`config.mk`:
```
export PLATFORM = sky130hd
export DESIGN_NAME = bacnet_ip_header_parser_core
export DESIGN_NICKNAME = d
export VERILOG_FILES = /design/src/rtl/bip_pkg.sv /design/src/rtl/bip_front.sv /design/src/rtl/bip_back.sv /design/src/rtl/bacnet_ip_header_parser_core.sv
export SDC_FILE = /design/constraint.sdc
export NUM_CORES = 1
export LEC_CHECK = 0
export ABC_AREA = 1
export BUFFER_PORTS_ARGS = -buffer_cell sky130_fd_sc_hd__buf_2
export CAP_MARGIN = 30
export CORE_ASPECT_RATIO = 0.5
export CORE_MARGIN = 2
export CORE_UTILIZATION = 36
export CTS_CLUSTER_DIAMETER = 120
export DETAILED_ROUTE_END_ITERATION = 12
export SLEW_MARGIN = 20
export SYNTH_ARGS = -nofsm -noshare
export SYNTH_HDL_FRONTEND = slang
export SYNTH_SLANG_ARGS = --single-unit
```
`constraint.sdc`:
```
create_clock -name clk -period 9.6 [get_ports clk]
set_input_delay 1.92 -clock clk [delete_from_list [all_inputs] [get_ports clk]]
set_output_delay 1.92 -clock clk [all_outputs]
set_load 0.05 [all_outputs]
```
`src/rtl/bip_pkg.sv`:
```
// Package for the BACnet/IP header parser: parse phase codes, error kinds,
// and the structs passed between the front and back parts. No dependencies.
package bip_pkg;

	localparam logic [4:0] PH_TYPE    = 5'd0;
	localparam logic [4:0] PH_FUNC    = 5'd1;
	localparam logic [4:0] PH_LENHI   = 5'd2;
	localparam logic [4:0] PH_LENLO   = 5'd3;
	localparam logic [4:0] PH_VER     = 5'd4;
	localparam logic [4:0] PH_CTRL    = 5'd5;
	localparam logic [4:0] PH_DNH     = 5'd6;
	localparam logic [4:0] PH_DNL     = 5'd7;
	localparam logic [4:0] PH_DLEN    = 5'd8;
	localparam logic [4:0] PH_DADR    = 5'd9;
	localparam logic [4:0] PH_SNH     = 5'd10;
	localparam logic [4:0] PH_SNL     = 5'd11;
	localparam logic [4:0] PH_SLEN    = 5'd12;
	localparam logic [4:0] PH_SADR    = 5'd13;
	localparam logic [4:0] PH_HOP     = 5'd14;
	localparam logic [4:0] PH_AFIRST  = 5'd15;
	localparam logic [4:0] PH_AMAXSEG = 5'd16;
	localparam logic [4:0] PH_AINVOKE = 5'd17;
	localparam logic [4:0] PH_ASEQ    = 5'd18;
	localparam logic [4:0] PH_AWIN    = 5'd19;
	localparam logic [4:0] PH_ASVC    = 5'd20;
	localparam logic [4:0] PH_OK      = 5'd21;
	localparam logic [4:0] PH_ERR     = 5'd22;

	localparam logic [2:0] ERR_NONE  = 3'd0;
	localparam logic [2:0] ERR_BVLC  = 3'd1;
	localparam logic [2:0] ERR_BLEN  = 3'd2;
	localparam logic [2:0] ERR_NVER  = 3'd3;
	localparam logic [2:0] ERR_NTRUNC = 3'd4;
	localparam logic [2:0] ERR_APDU  = 3'd5;

	localparam logic [7:0] BVLC_TYPE_IP = 8'h81;
	localparam logic [7:0] NPDU_VER_CODE = 8'h01;
	localparam int BVLC_HDR = 4;

	// One result item, as it is built from a queued summary and held in the output register.
	typedef struct packed {
		logic [15:0] service_data_length;
		logic [7:0]  svc_code;
		logic [7:0]  txn_id;
		logic [2:0]  apdu_flags;
		logic [3:0]  apdu_kind;
		logic [7:0]  hop_limit;
		logic [15:0] source_network;
		logic [15:0] dest_network;
		logic [7:0]  npdu_control;
		logic [7:0]  bvlc_function;
		logic [2:0]  error_kind;
		logic        frame_ok;
	} result_t;

	// Finished-frame summary from the parsing front to the result back.
	typedef struct packed {
		logic [4:0]  phase;
		logic [2:0]  error_latch;
		logic        short_frame;
		logic        len_bad;
		logic [15:0] bvlc_len;
		logic [15:0] hdr_end;
		logic [7:0]  bvlc_function;
		logic [7:0]  npdu_control;
		logic [15:0] dest_network;
		logic [15:0] source_network;
		logic [7:0]  hop_limit;
		logic [3:0]  apdu_kind;
		logic [2:0]  apdu_flags;
		logic [7:0]  txn_id;
		logic [7:0]  svc_code;
	} summary_t;

endpackage

```
`src/rtl/bip_front.sv`:
```
// Parsing front of the BACnet/IP header parser: walks the header octets and
// emits one frame summary per last octet. Depends on bip_pkg.
module bip_front #(
	parameter int LENGTH_BITS = 16
) (
	input  logic                clk,
	input  logic                arst_n,
	input  logic                in_valid,
	input  logic [7:0]          in_byte,
	input  logic                in_last,
	output logic                sum_valid,
	output bip_pkg::summary_t   sum_data
);

	localparam logic [LENGTH_BITS-1:0] POS_MAX = {LENGTH_BITS{1'b1}};

	logic [LENGTH_BITS-1:0] pos_q;
	logic [4:0]  phase_q;
	logic [15:0] blen_q;
	logic [7:0]  abl_q;
	logic [2:0]  err_q;
	logic [7:0]  func_q, ctrl_q, hop_q, inv_q, svc_q;
	logic [15:0] dnet_q, snet_q, hend_q;
	logic [3:0]  ty_q;
	logic [2:0]  flg_q;

	logic [4:0]  ph_n;
	logic [15:0] blen_n, hend_n;
	logic [7:0]  abl_n, func_n, ctrl_n, hop_n, inv_n, svc_n;
	logic [2:0]  err_n, flg_n;
	logic [15:0] dnet_n, snet_n;
	logic [3:0]  ty_n;
	logic [LENGTH_BITS-1:0] pos_n;
	logic [15:0] idx, idx1;
	logic        take;

	assign idx  = 16'(pos_q);
	assign idx1 = idx + 16'd1;
	assign pos_n = (pos_q < POS_MAX) ? pos_q + 1'b1 : pos_q;
	assign take = !(phase_q >= bip_pkg::PH_VER && {{(17-LENGTH_BITS){1'b0}}, pos_q} >=
		{1'b0, blen_q});

	always_comb begin
		logic [4:0] after_npdu, after_src, after_dest;
		ph_n = phase_q; blen_n = blen_q; abl_n = abl_q; err_n = err_q;
		func_n = func_q; ctrl_n = ctrl_q; hop_n = hop_q; inv_n = inv_q;
		svc_n = svc_q; dnet_n = dnet_q; snet_n = snet_q; hend_n = hend_q;
		ty_n = ty_q; flg_n = flg_q;
		// The successor chains use the stored control octet, except in the
		// control phase itself, where the new octet is the one that counts.
		after_npdu = ctrl_n[7] ? bip_pkg::PH_OK : bip_pkg::PH_AFIRST;
		after_src  = ctrl_n[5] ? bip_pkg::PH_HOP : after_npdu;
		after_dest = ctrl_n[3] ? bip_pkg::PH_SNH : after_src;
		if (take) begin
			case (phase_q)
				bip_pkg::PH_TYPE: begin
					if (in_byte != bip_pkg::BVLC_TYPE_IP) begin
						err_n = bip_pkg::ERR_BVLC; ph_n = bip_pkg::PH_ERR;
					end else ph_n = bip_pkg::PH_FUNC;
				end
				bip_pkg::PH_FUNC: begin func_n = in_byte; ph_n = bip_pkg::PH_LENHI; end
				bip_pkg::PH_LENHI: begin blen_n = {in_byte, 8'd0}; ph_n = bip_pkg::PH_LENLO; end
				bip_pkg::PH_LENLO: begin blen_n[7:0] = in_byte; ph_n = bip_pkg::PH_VER; end
				bip_pkg::PH_VER: begin
					if (in_byte != bip_pkg::NPDU_VER_CODE) begin
						err_n = bip_pkg::ERR_NVER; ph_n = bip_pkg::PH_ERR;
					end else ph_n = bip_pkg::PH_CTRL;
				end
				bip_pkg::PH_CTRL: begin
					ctrl_n = in_byte;
					after_npdu = in_byte[7] ? bip_pkg::PH_OK : bip_pkg::PH_AFIRST;
					after_src  = in_byte[5] ? bip_pkg::PH_HOP : after_npdu;
					after_dest = in_byte[3] ? bip_pkg::PH_SNH : after_src;
					ph_n = in_byte[5] ? bip_pkg::PH_DNH : after_dest;
				end
				bip_pkg::PH_DNH: begin dnet_n[15:8] = in_byte; ph_n = bip_pkg::PH_DNL; end
				bip_pkg::PH_DNL: begin dnet_n[7:0] = in_byte; ph_n = bip_pkg::PH_DLEN; end
				bip_pkg::PH_DLEN: begin
					abl_n = in_byte;
					ph_n = (in_byte == 8'd0) ? after_dest : bip_pkg::PH_DADR;
				end
				bip_pkg::PH_DADR: begin
					abl_n = abl_q - 8'd1;
					if (abl_n == 8'd0) ph_n = after_dest;
				end
				bip_pkg::PH_SNH: begin snet_n[15:8] = in_byte; ph_n = bip_pkg::PH_SNL; end
				bip_pkg::PH_SNL: begin snet_n[7:0] = in_byte; ph_n = bip_pkg::PH_SLEN; end
				bip_pkg::PH_SLEN: begin
					abl_n = in_byte;
					ph_n = (in_byte == 8'd0) ? after_src : bip_pkg::PH_SADR;
				end
				bip_pkg::PH_SADR: begin
					abl_n = abl_q - 8'd1;
					if (abl_n == 8'd0) ph_n = after_src;
				end
				bip_pkg::PH_HOP: begin hop_n = in_byte; ph_n = after_npdu; end
				bip_pkg::PH_AFIRST: begin
					ty_n = in_byte[7:4];
					case (in_byte[7:4])
						4'd0: begin flg_n = in_byte[3:1]; ph_n = bip_pkg::PH_AMAXSEG; end
						4'd1: ph_n = bip_pkg::PH_ASVC;
						4'd2: ph_n = bip_pkg::PH_AINVOKE;
						4'd3: begin
							flg_n = {in_byte[3:2], flg_q[0]}; ph_n = bip_pkg::PH_AINVOKE;
						end
						default: begin err_n = bip_pkg::ERR_APDU; ph_n = bip_pkg::PH_ERR; end
					endcase
				end
				bip_pkg::PH_AMAXSEG: ph_n = bip_pkg::PH_AINVOKE;
				bip_pkg::PH_AINVOKE: begin
					inv_n = in_byte;
					ph_n = flg_q[2] ? bip_pkg::PH_ASEQ : bip_pkg::PH_ASVC;
				end
				bip_pkg::PH_ASEQ: ph_n = bip_pkg::PH_AWIN;
				bip_pkg::PH_AWIN: ph_n = bip_pkg::PH_ASVC;
				bip_pkg::PH_ASVC: begin
					svc_n = in_byte; hend_n = idx1; ph_n = bip_pkg::PH_OK;
				end
				default: ;
			endcase
		end
	end

	always_ff @(posedge clk or negedge arst_n) begin
		if (!arst_n) begin
			pos_q <= '0; phase_q <= bip_pkg::PH_TYPE; blen_q <= '0; abl_q <= '0;
			err_q <= '0; func_q <= '0; ctrl_q <= '0; hop_q <= '0; inv_q <= '0;
			svc_q <= '0; dnet_q <= '0; snet_q <= '0; hend_q <= '0; ty_q <= '0;
			flg_q <= '0; sum_valid <= 1'b0;
		end else begin
			sum_valid <= in_valid && in_last;
			if (in_valid) begin
				if (in_last) begin
					pos_q <= '0; phase_q <= bip_pkg::PH_TYPE; blen_q <= '0; abl_q <= '0;
					err_q <= '0; func_q <= '0; ctrl_q <= '0; hop_q <= '0; inv_q <= '0;
					svc_q <= '0; dnet_q <= '0; snet_q <= '0; hend_q <= '0; ty_q <= '0;
					flg_q <= '0;
				end else begin
					pos_q <= pos_n; phase_q <= ph_n; blen_q <= blen_n; abl_q <= abl_n;
					err_q <= err_n; func_q <= func_n; ctrl_q <= ctrl_n; hop_q <= hop_n;
					inv_q <= inv_n; svc_q <= svc_n; dnet_q <= dnet_n; snet_q <= snet_n;
					hend_q <= hend_n; ty_q <= ty_n; flg_q <= flg_n;
				end
			end
		end
	end

	// Summary of the frame as it stands after its last octet.
	always_ff @(posedge clk) begin
		if (in_valid && in_last) begin
			sum_data.phase          <= ph_n;
			sum_data.error_latch    <= err_n;
			sum_data.short_frame    <= {{(17-LENGTH_BITS){1'b0}}, pos_n} < 17'(bip_pkg::BVLC_HDR);
			sum_data.len_bad        <= blen_n < 16'(bip_pkg::BVLC_HDR) ||
				{1'b0, blen_n} > {{(17-LENGTH_BITS){1'b0}}, pos_n};
			sum_data.bvlc_len       <= blen_n;
			sum_data.hdr_end        <= hend_n;
			sum_data.bvlc_function  <= func_n;
			sum_data.npdu_control   <= ctrl_n;
			sum_data.dest_network   <= dnet_n;
			sum_data.source_network <= snet_n;
			sum_data.hop_limit      <= hop_n;
			sum_data.apdu_kind      <= ty_n;
			sum_data.apdu_flags     <= flg_n;
			sum_data.txn_id         <= inv_n;
			sum_data.svc_code       <= svc_n;
		end
	end

	assert property (@(posedge clk) disable iff (!arst_n)
		phase_q <= bip_pkg::PH_ERR) else $error("phase out of range");
	assert property (@(posedge clk) disable iff (!arst_n)
		(phase_q == bip_pkg::PH_ERR) |-> (err_q != bip_pkg::ERR_NONE))
		else $error("error phase without kind");
	assert property (@(posedge clk) disable iff (!arst_n)
		(in_valid && in_last) |=> (phase_q == bip_pkg::PH_TYPE && pos_q == '0))
		else $error("state not cleared after frame");

endmodule

```
`src/rtl/bip_back.sv`:
```
// Result back of the BACnet/IP header parser: a two-entry queue of frame
// summaries, error priority, and the output register. Depends on bip_pkg.
module bip_back (
	input  logic                clk,
	input  logic                arst_n,
	input  logic                sum_valid,
	input  bip_pkg::summary_t   sum_data,
	output logic                q_ready,
	output logic                res_valid,
	input  logic                res_ready,
	output bip_pkg::result_t    res_data
);

	bip_pkg::summary_t q_mem_q [2];
	logic       wp_q, rp_q;
	logic [1:0] cnt_q;
	logic       pop;
	bip_pkg::summary_t h;
	bip_pkg::result_t  r;

	// Queue keeps space for one summary in flight from the front register;
	// a pop in the same cycle frees the slot that summary will take.
	assign q_ready = (cnt_q == 2'd0) || (cnt_q == 2'd1 && (!sum_valid || pop));
	assign pop = (cnt_q != 2'd0) && (!res_valid || res_ready);
	assign h = q_mem_q[rp_q];

	always_comb begin
		logic [2:0] kind;
		if (h.short_frame || h.error_latch == bip_pkg::ERR_BVLC) kind = bip_pkg::ERR_BVLC;
		else if (h.len_bad) kind = bip_pkg::ERR_BLEN;
		else if (h.error_latch != bip_pkg::ERR_NONE) kind = h.error_latch;
		else if (h.phase <= bip_pkg::PH_CTRL) kind = bip_pkg::ERR_NVER;
		else if (h.phase <= bip_pkg::PH_HOP) kind = bip_pkg::ERR_NTRUNC;
		else if (h.phase <= bip_pkg::PH_ASVC) kind = bip_pkg::ERR_APDU;
		else kind = bip_pkg::ERR_NONE;
		r = '0;
		r.error_kind = kind;
		if (kind == bip_pkg::ERR_NONE) begin
			r.frame_ok = 1'b1;
			r.bvlc_function = h.bvlc_function;
			r.npdu_control = h.npdu_control;
			r.dest_network = h.dest_network;
			r.source_network = h.source_network;
			r.hop_limit = h.hop_limit;
			if (!h.npdu_control[7]) begin
				r.apdu_kind = h.apdu_kind;
				r.apdu_flags = h.apdu_flags;
				r.txn_id = h.txn_id;
				r.svc_code = h.svc_code;
				r.service_data_length = h.bvlc_len - h.hdr_end;
			end
		end
	end

	always_ff @(posedge clk) begin
		if (sum_valid) q_mem_q[wp_q] <= sum_data;
		if (pop) res_data <= r;
	end

	always_ff @(posedge clk or negedge arst_n) begin
		if (!arst_n) begin
			wp_q <= 1'b0; rp_q <= 1'b0; cnt_q <= 2'd0; res_valid <= 1'b0;
		end else begin
			if (sum_valid) wp_q <= ~wp_q;
			if (pop) rp_q <= ~rp_q;
			cnt_q <= cnt_q + {1'b0, sum_valid} - {1'b0, pop};
			if (pop) res_valid <= 1'b1;
			else if (res_ready) res_valid <= 1'b0;
		end
	end

	assert property (@(posedge clk) disable iff (!arst_n)
		cnt_q <= 2'd2) else $error("queue overflow");
	assert property (@(posedge clk) disable iff (!arst_n)
		!(sum_valid && cnt_q == 2'd2)) else $error("write into full queue");
	assert property (@(posedge clk) disable iff (!arst_n)
		(res_valid && res_data.frame_ok) |-> (res_data.error_kind == bip_pkg::ERR_NONE))
		else $error("ok result carries an error kind");

endmodule

```
`src/rtl/bacnet_ip_header_parser_core.sv`:
```
// BACnet/IP header parser top level: one frame octet per cycle in while
// s_tready is high, one result item per frame out. Each frame summary is
// registered in the front, queued, then moved to the output register.
// Reset (arst_n, asynchronous) clears the parse state and empties the queue.
// Depends on bip_pkg, bip_front and bip_back.
module bacnet_ip_header_parser_core #(
	parameter int LENGTH_BITS = 16
) (
	input  logic         clk,
	input  logic         arst_n,
	input  logic         s_tvalid,
	output logic         s_tready,
	input  logic [7:0]   s_tdata,   // frame_byte
	input  logic         s_tlast,   // frame_last
	output logic         m_tvalid,
	input  logic         m_tready,
	// [7:0] bvlc_function, [15:8] npdu_control, [31:16] dest_network,
	// [47:32] source_network, [55:48] hop octet, [59:56] APDU type,
	// [62:60] apdu_flags, [70:63] invoke identifier, [78:71] service octet,
	// [94:79] service_data_length, [95] zero
	output logic [95:0]  m_tdata,
	output logic [3:0]   m_tuser    // [0] frame_ok, [3:1] error_kind
);

	logic              sum_valid;
	bip_pkg::summary_t sum_data;
	bip_pkg::result_t  res;
	logic              acc;

	assign acc = s_tvalid && s_tready;

	bip_front #(.LENGTH_BITS(LENGTH_BITS)) u_front (
		.clk(clk), .arst_n(arst_n), .in_valid(acc), .in_byte(s_tdata),
		.in_last(s_tlast), .sum_valid(sum_valid), .sum_data(sum_data)
	);

	bip_back u_back (
		.clk(clk), .arst_n(arst_n), .sum_valid(sum_valid), .sum_data(sum_data),
		.q_ready(s_tready), .res_valid(m_tvalid), .res_ready(m_tready), .res_data(res)
	);

	assign m_tdata = {1'b0, res.service_data_length, res.svc_code, res.txn_id,
		res.apdu_flags, res.apdu_kind, res.hop_limit, res.source_network,
		res.dest_network, res.npdu_control, res.bvlc_function};
	assign m_tuser = {res.error_kind, res.frame_ok};

endmodule
```
======== Word-level counts from Yosys, hierarchy flattened ========
Memory sizes are Yosys's and may differ from the RTL's.
Cells that the tools add are included.
cells by class
  add/subtract/negate cells ............... 5
  magnitude comparators ................... 9
  equality and inequality tests ........... 28
  multiplexer cells ....................... 76
  bitwise gates (word level) .............. 3
  reduce and logical (&&, ||, !) cells .... 28
operators with widths
  cell                     number
  $mux W16                 11
  $mux W8                  22
  $pmux W5 S21             1
  $mux W5                  14
  $mux W3                  15
  $eq A5 B4 Y1 const B     8
  $lt A16 B3 Y1 const B    2
  $pmux W8 S2              2
  $eq A5 B5 Y1 const B     5
  $eq A5 B3 Y1 const B     4
  $pmux W3 S3              2
  $add A16 B1 Y16 const B  1
  $ge A16 B16 Y1           1
  $gt A16 B16 Y1           1
  $logic_not A8 Y1         2
  $lt A16 B16 Y1 const B   1
  $sub A16 B16 Y16         1
  $mux W4                  3
  $eq A5 B2 Y1 const B     2
  $eq A4 B2 Y1 const B     2
  $ne A8 B1 Y1 const B     1
  $ne A8 B8 Y1 const B     1
  $reduce_or A2 Y1         4
  $sub A8 B1 Y8 const B    1
  other kinds (25)         42
word-level totals
  flip-flop bits (word level) ............. 369
  RAM bits ................................ 242
  output and inout port bits .............. 102
  word-level logic and storage cells ...... 197
  memories kept ........................... 1
memory list
  memory          depth  bits a word  rd ports  clocked after memory_dff  wr ports  RTL line        source
  u_back.q_mem_q  2      121          1         0                         1         bip_back.sv:14  bip_pkg::summary_t q_mem_q [2];

======== Depth between registers and ports, before layout ========
An unclocked memory read counts as a cell.
  word-level depth ........................ 11
  gate-level depth with buffers ........... 22
  depth with buffers taken out ............ 22

======== Cells and area by module ========
From an unflattened synthesis, not the netlist that was laid out.
unflattened totals
  cell total of the unflattened synthesis .. 2612
  area, all modules ....................... 27171.1 um2
by module, submodules not included
  module                        instances  cells each  area an instance (um2)
  bip_front                     1          1711        13744.4
  bip_back                      1          897         13407.9
  bacnet_ip_header_parser_core  1          4           18.8

======== Worst setup path after synthesis ========
Ideal clock, no wire load.
  kind .................................... input -> register
  start point ............................. input port m_tready
  end point ............................... register u_front.abl_q[7]
  setup time .............................. 0.065 ns
  data arrival time ....................... 9.429 ns
  required time ........................... 9.535 ns
  setup slack ............................. 0.105 ns
  cell stages on the path ................. 9
  path buffers ............................ 1
  cells stage by stage .................... nor2_1 a31oi_1 nand2_1 nor2_1 inv_1 nand2_1 buf_2 o2111ai_1 nand2_1
between the ends
  word-level cells in the longest chain between the ends .. 7
ends and longest elaborated chain
  what                         RTL line                            source
  start, declared              bacnet_ip_header_parser_core.sv:16  input logic m_tready,
  $logic_or A1 B1 Y1           bip_back.sv:24                      assign pop = (cnt_q != 2'd0) && (!res_valid || res_ready);
  $logic_and A1 B1 Y1          bip_back.sv:24
  $logic_or A1 B1 Y1           bip_back.sv:23                      assign q_ready = (cnt_q == 2'd0) || (cnt_q == 2'd1 && (!sum_valid || pop));
  $logic_and A1 B1 Y1          bip_back.sv:23
  $logic_or A1 B1 Y1           bip_back.sv:23
  named net s_tready           bacnet_ip_header_parser_core.sv:12  output logic s_tready,
  $logic_and A1 B1 Y1          bacnet_ip_header_parser_core.sv:30  assign acc = s_tvalid && s_tready;
  $reduce_and A3 Y1 (no line)  n/a
  end signal, assigned         bip_front.sv:139                    pos_q <= pos_n; phase_q <= ph_n; blen_q <= blen_n; abl_q <= abl_n;
  end, declared                bip_front.sv:20                     logic [7:0] abl_q;
The timed path passes the listed nets, and every way through them passes these cells.
A chain may end at the register's enable or synchronous reset.

======== Worst setup path after layout ========
  start point ............................. input port m_tready
  end point ............................... output port s_tready
between the ends
  word-level cells in the longest chain between the ends .. 5
ends and longest elaborated chain
  what                 RTL line
  $logic_or A1 B1 Y1   bip_back.sv:24
  $logic_and A1 B1 Y1  bip_back.sv:24
  $logic_or A1 B1 Y1   bip_back.sv:23
  $logic_and A1 B1 Y1  bip_back.sv:23
  $logic_or A1 B1 Y1   bip_back.sv:23
  end, declared        bacnet_ip_header_parser_core.sv:12
Every way passes these cells.

==> reports/metrics.sh <==
HOLD_BUFFERS=0
INITIAL_UTILIZATION_PCT=36.5
CLOCK_TREE.ROOT_CELL='clkbuf_16'
GP_CONGESTION=0.894
CTS_MAX_LEVEL=2
DIE_W_UM=384
FINAL_HOLD_VIOL_COUNT=0
YOSYS_REGISTER_BITS=611
YOSYSTOPAREACELL='edfxtp_1'
SHARE_OF_THE_SYNTHESIZED_AREA_IN_THE_TOP_CELL_TYPE_PCT=53.3
PLACE_INST=3332
LAYOUT_SETUP_WS_PS=5040
CP_ARRIVAL_PS=2640
GRT_PASS1_WL_MM=93.8
POST_CTS_BUFFERS=0
WORST_SLACK_AT_PLACEMENT_PS=4440
CTS_REPAIR_RESIZE_COUNT=0
CRIT_PATH_MAX_INCR_DELAY_PS=240
WORST_HOLD_PATH_TYPE='reg2reg'
CTS_NUM_SINKS=611
VIA_COUNT_OF_THE_FIRST_GLOBAL_ROUTING_PASS=16400
HOLD_DEPTH=0
DRC=0
SLEW_HEADROOM_PCT=34.8
DIE_AREA_UM2=74500
IOPINCOUNT=115
TIMING.MAX_CAP.VIOLATIONS=0
ASYNCSETRESETFLOPFRACSYNTH_PCT=24.4
GRT_MAX_DEGREE=97
WIRELENGTH_MM=59.6
FMAXACHIEVABLE_MHz=220
REGTOREGSETUPSLACK_PS=5660
CTS_INSERTED_BUFFERS=55
TIMING.FINAL.CRIT_PERIOD_PS=4560
DRIVE_ABOVE_1_SHARE_PCT=11.6
IR_DROP_mV=0.150
SYNTH.DISTINCT_CELLS=49
FILLCELLCOUNT=6697
VIASPERCELL=4.86
PATH_COMMON_CELL='buf_2'
DOMINANTREGCELLSYNTH='edfxtp_1'
SYNTH_EDF_COUNT=462
HOLDCRITSTARTPOINT='u_front.sum_data[39]'
CLOCKBUFFERDEPTH=3
SYN_AREA_PER_CELL_UM2=11.2
REPORT.POWER.TOTAL_W=0.00897
STD_CELL_ROWS=69
LEAKAGE_nW=12.6
PWR_DENS_nW_PER_UM2=305
DP_HPWL_MM=38.6
REG2REGPATHDEPTH=13
IO_BUFFERS=113
COMBINATIONAL_FAMILY_WITH_THE_MOST_AREA_AFTER_SYNTHESIS='simple AND/OR/NAND/NOR gates'
FP.DIEH_UM=194
FINAL_AREA_UM2=29400
CLOCK_LATENCY_PS=620
ANTENNA-DIODE-COUNT=0
STARTPOINT_TYPE='input pin'
GR-TOTAL-OVERFLOW=0
POST_SYNTH_INSTANCE_AREA_UM2=26000
SYNTH.YOSYS.SEQ_AREA_SHARE_PCT=67.7
TIGHTEST_SLEW_PS=979
SYNTH_SIMPLE_GATE_AREA_SHARE_PCT=12.4
CRIT_PATH_MAX_FANOUT=2
INITIAL_ANTENNA_VIOLATION_COUNT=0
DRT_PASS1_ITERATIONS=5
R2R-START='u_back.rp_q'
CRIT_PATH_END_KIND='output port'
UNREPAIRED_SETUP_ENDPOINTS_AFTER_GLOBAL_ROUTING='false'
MIN_TO='u_back.q_mem_q[1][39]'
TIMING.FINAL.MAX_SLEW_VIOLATIONS=0
CORE-AREA_UM2=71200
CLK_TRANSITION_REPORTED_PATHS_PS=60
DETAILROUTE.VIA_COUNT=16700
CLOCK-SKEW-FINAL_PS=31.0
TYPE_OF_THE_SETUP_PATH_WITH_THE_LEAST_SLACK='in2out'
CP_SLOWEST_CELL='buf_2'
PLACED_CELL_AREA_UM2=27600
SYNTH_CELLS=2330
TRITONCTS='done'
POSTROUTEANTENNANETS=0
YOSYS-MUX-AREA-FRACTION_PCT=0.654
SYN_NETS=2395
FRACTION_OF_THE_MAPPED_NETLIST_AREA_IN_COMPOUND_GATES_PCT=9.85
SYNTH_AREA_LEADERS='edfxtp_1, dfrtp_1, nand2_1'
CRITICAL_PATH.CELL_CHAIN='buf_2, nor2_1, a31oi_1, buf_2'
DETAIL_ROUTE.WL_PER_CELL_UM=17.3
FINALSETUPTNS_PS=0
YS.WARNINGS.COUNT=0
CP.REQUIRED_PS=7680
SYNTH-XOR-AREA-SHARE_PCT=0.842
TIMING.FINAL.CRIT_SHARE_PCT=47.4
REG2REG_TO='u_back.res_data[92]'
TRACK_USAGE_PCT=16.0
FINALSETUPVIOLCOUNT=0
ADDER_CELL_AREA_SHARE_OF_THE_YOSYS_NETLIST_PCT=2.53
FIRST_ITER_VIOLATIONS=1354
AREA_GROWTH_SYN_TO_LAYOUT_PCT=13.1
LAYOUT.NETS=2498
STATUS='finished, final reports clean'
POST_LAYOUT_NONFILLER_INSTANCES=3438
==> worst max path at each step <==
stage / cells after the start / slack [ps] / startpoint / end
5_1_grt: 10 / 4900 / m_tready / u_front.hend_q[15]
3_3_place_gp: 10 / 4500 / m_tready / u_front.hend_q[7]
2_1_floorplan: 9 / 110 / m_tready / u_front.abl_q[7]
4_1_cts: 4 / 5040 / m_tready / s_tready
3_5_place_dp: 10 / 4440 / m_tready / u_front.svc_q[1]
6_report: 4 / 5040 / m_tready / s_tready
==> area by class of cell <==
type	count	area [um^2]	area share [%]
inverters	307	1160	3.93
well taps	958	1200	4.07
multi-input cells	1322	6860	23.3
clock inverters	29	310	1.05
clock buffers	75	1480	5.03
repair buffers	136	815	2.77
flip-flops and latches	611	17600	59.8
==> cell families (layout without fill, tap and decap cells) <==
group                    after synthesis  in the layout
AND/OR/NAND/NOR                      788            788
flip-flops                           611            611
other                                  1              1
XOR/XNOR                              25             25
multiplexers                          17             17
adder cells (fa/ha/maj)               52             52
AO/OA/AOI/OAI                        439            439
buffers and inverters                397            547
==> placed cells by master (no fill, tap or decap), drive strengths merged, types with 5 or more instances in the layout <==
cell type / count
nand2: 580
edfxtp: 462
inv: 305
o21ai: 180
dfrtp: 149
buf: 136
a21oi: 131
nor2: 92
o22ai: 86
clkbuf: 75
nand3: 62
ha: 51
clkinv: 22
xor2: 20
nor3: 19
o21a: 18
mux2i: 17
nand4: 12
or2: 9
nor4: 6
xnor2: 5
o211ai: 5
bufinv: 5
==> sequential cells by signal, summed over array words and instances (netlist names), 4 cells and up <==
signal	flops
u_back.res_data	99
u_front.idx	16
u_front.inv_q	8
u_back.q_mem_q	242
u_front.svc_q	8
u_front.sum_data	121
u_front.dnet_q	16
u_front.ctrl_q	8
u_front.hop_q	8
u_front.phase_q	5
u_front.ty_q	4
u_front.blen_q	16
u_front.snet_q	16
u_front.hend_q	16
u_front.func_q	8
u_front.abl_q	8
==> critical path: cells and delay by family <==
kind | cells | cell delay (ps)
AOI/OAI and AO/OA | 1 | 160
buffers and inverters | 2 | 350
and+or+nand+nor | 1 | 210
==> power by group <==
group          switching, W  internal, W
Combinational       0.00227     0.000784
Sequential         0.000226      0.00350
Clock              0.000974      0.00122
Total               0.00347      0.00551
==> synth_stat cells, types with 2 or more instances <==
cell,instances
nand2_1,572
edfxtp_1,462
inv_1,300
o21ai_0,171
dfrtp_1,149
a21oi_1,91
nor2_1,90
o22ai_1,86
nand3_1,61
clkbuf_1,57
ha_1,51
a21oi_2,40
xor2_1,20
o21a_1,18
buf_2,17
mux2i_1,17
nor3_1,16
nand4_1,12
o21ai_1,9
or2_2,9
buf_6,7
nand2_2,7
nor4_1,6
buf_1,5
o211ai_1,5
xnor2_1,5
a31oi_1,4
inv_2,4
nand3b_1,4
o31ai_1,4
a21boi_0,3
buf_4,3
clkinv_1,3
o21bai_1,3
and2_1,2
and3_1,2
nor2_4,2
nor3_2,2
==> per-stage QoR <==
| stage | utilization (%) | hold slack (ps) |
|---|---|---|
| after floorplan | - | 421 |
| after global routing | 41.3 | 452 |
| after CTS | 41.2 | 437 |
| after detailed placement | 38.7 | 429 |
| final | 41.3 | 438 |
| after global placement | 38.7 | 422 |
==> layer usage <==
metal | track usage, % | wire length [um] | vias to the layer above | part of all wire, %
li1 | - | - | 8127 | -
met1 | 22.3 | 27100 | 8178 | 45
met2 | 26.2 | 28600 | 342 | 48
met3 | 2.12 | 2540 | 74 | 4.3
met4 | 4.52 | 1380 | 0 | 2.3
met5 | 0 | 0 | - | 0
Power figures use the tool's default switching activity.
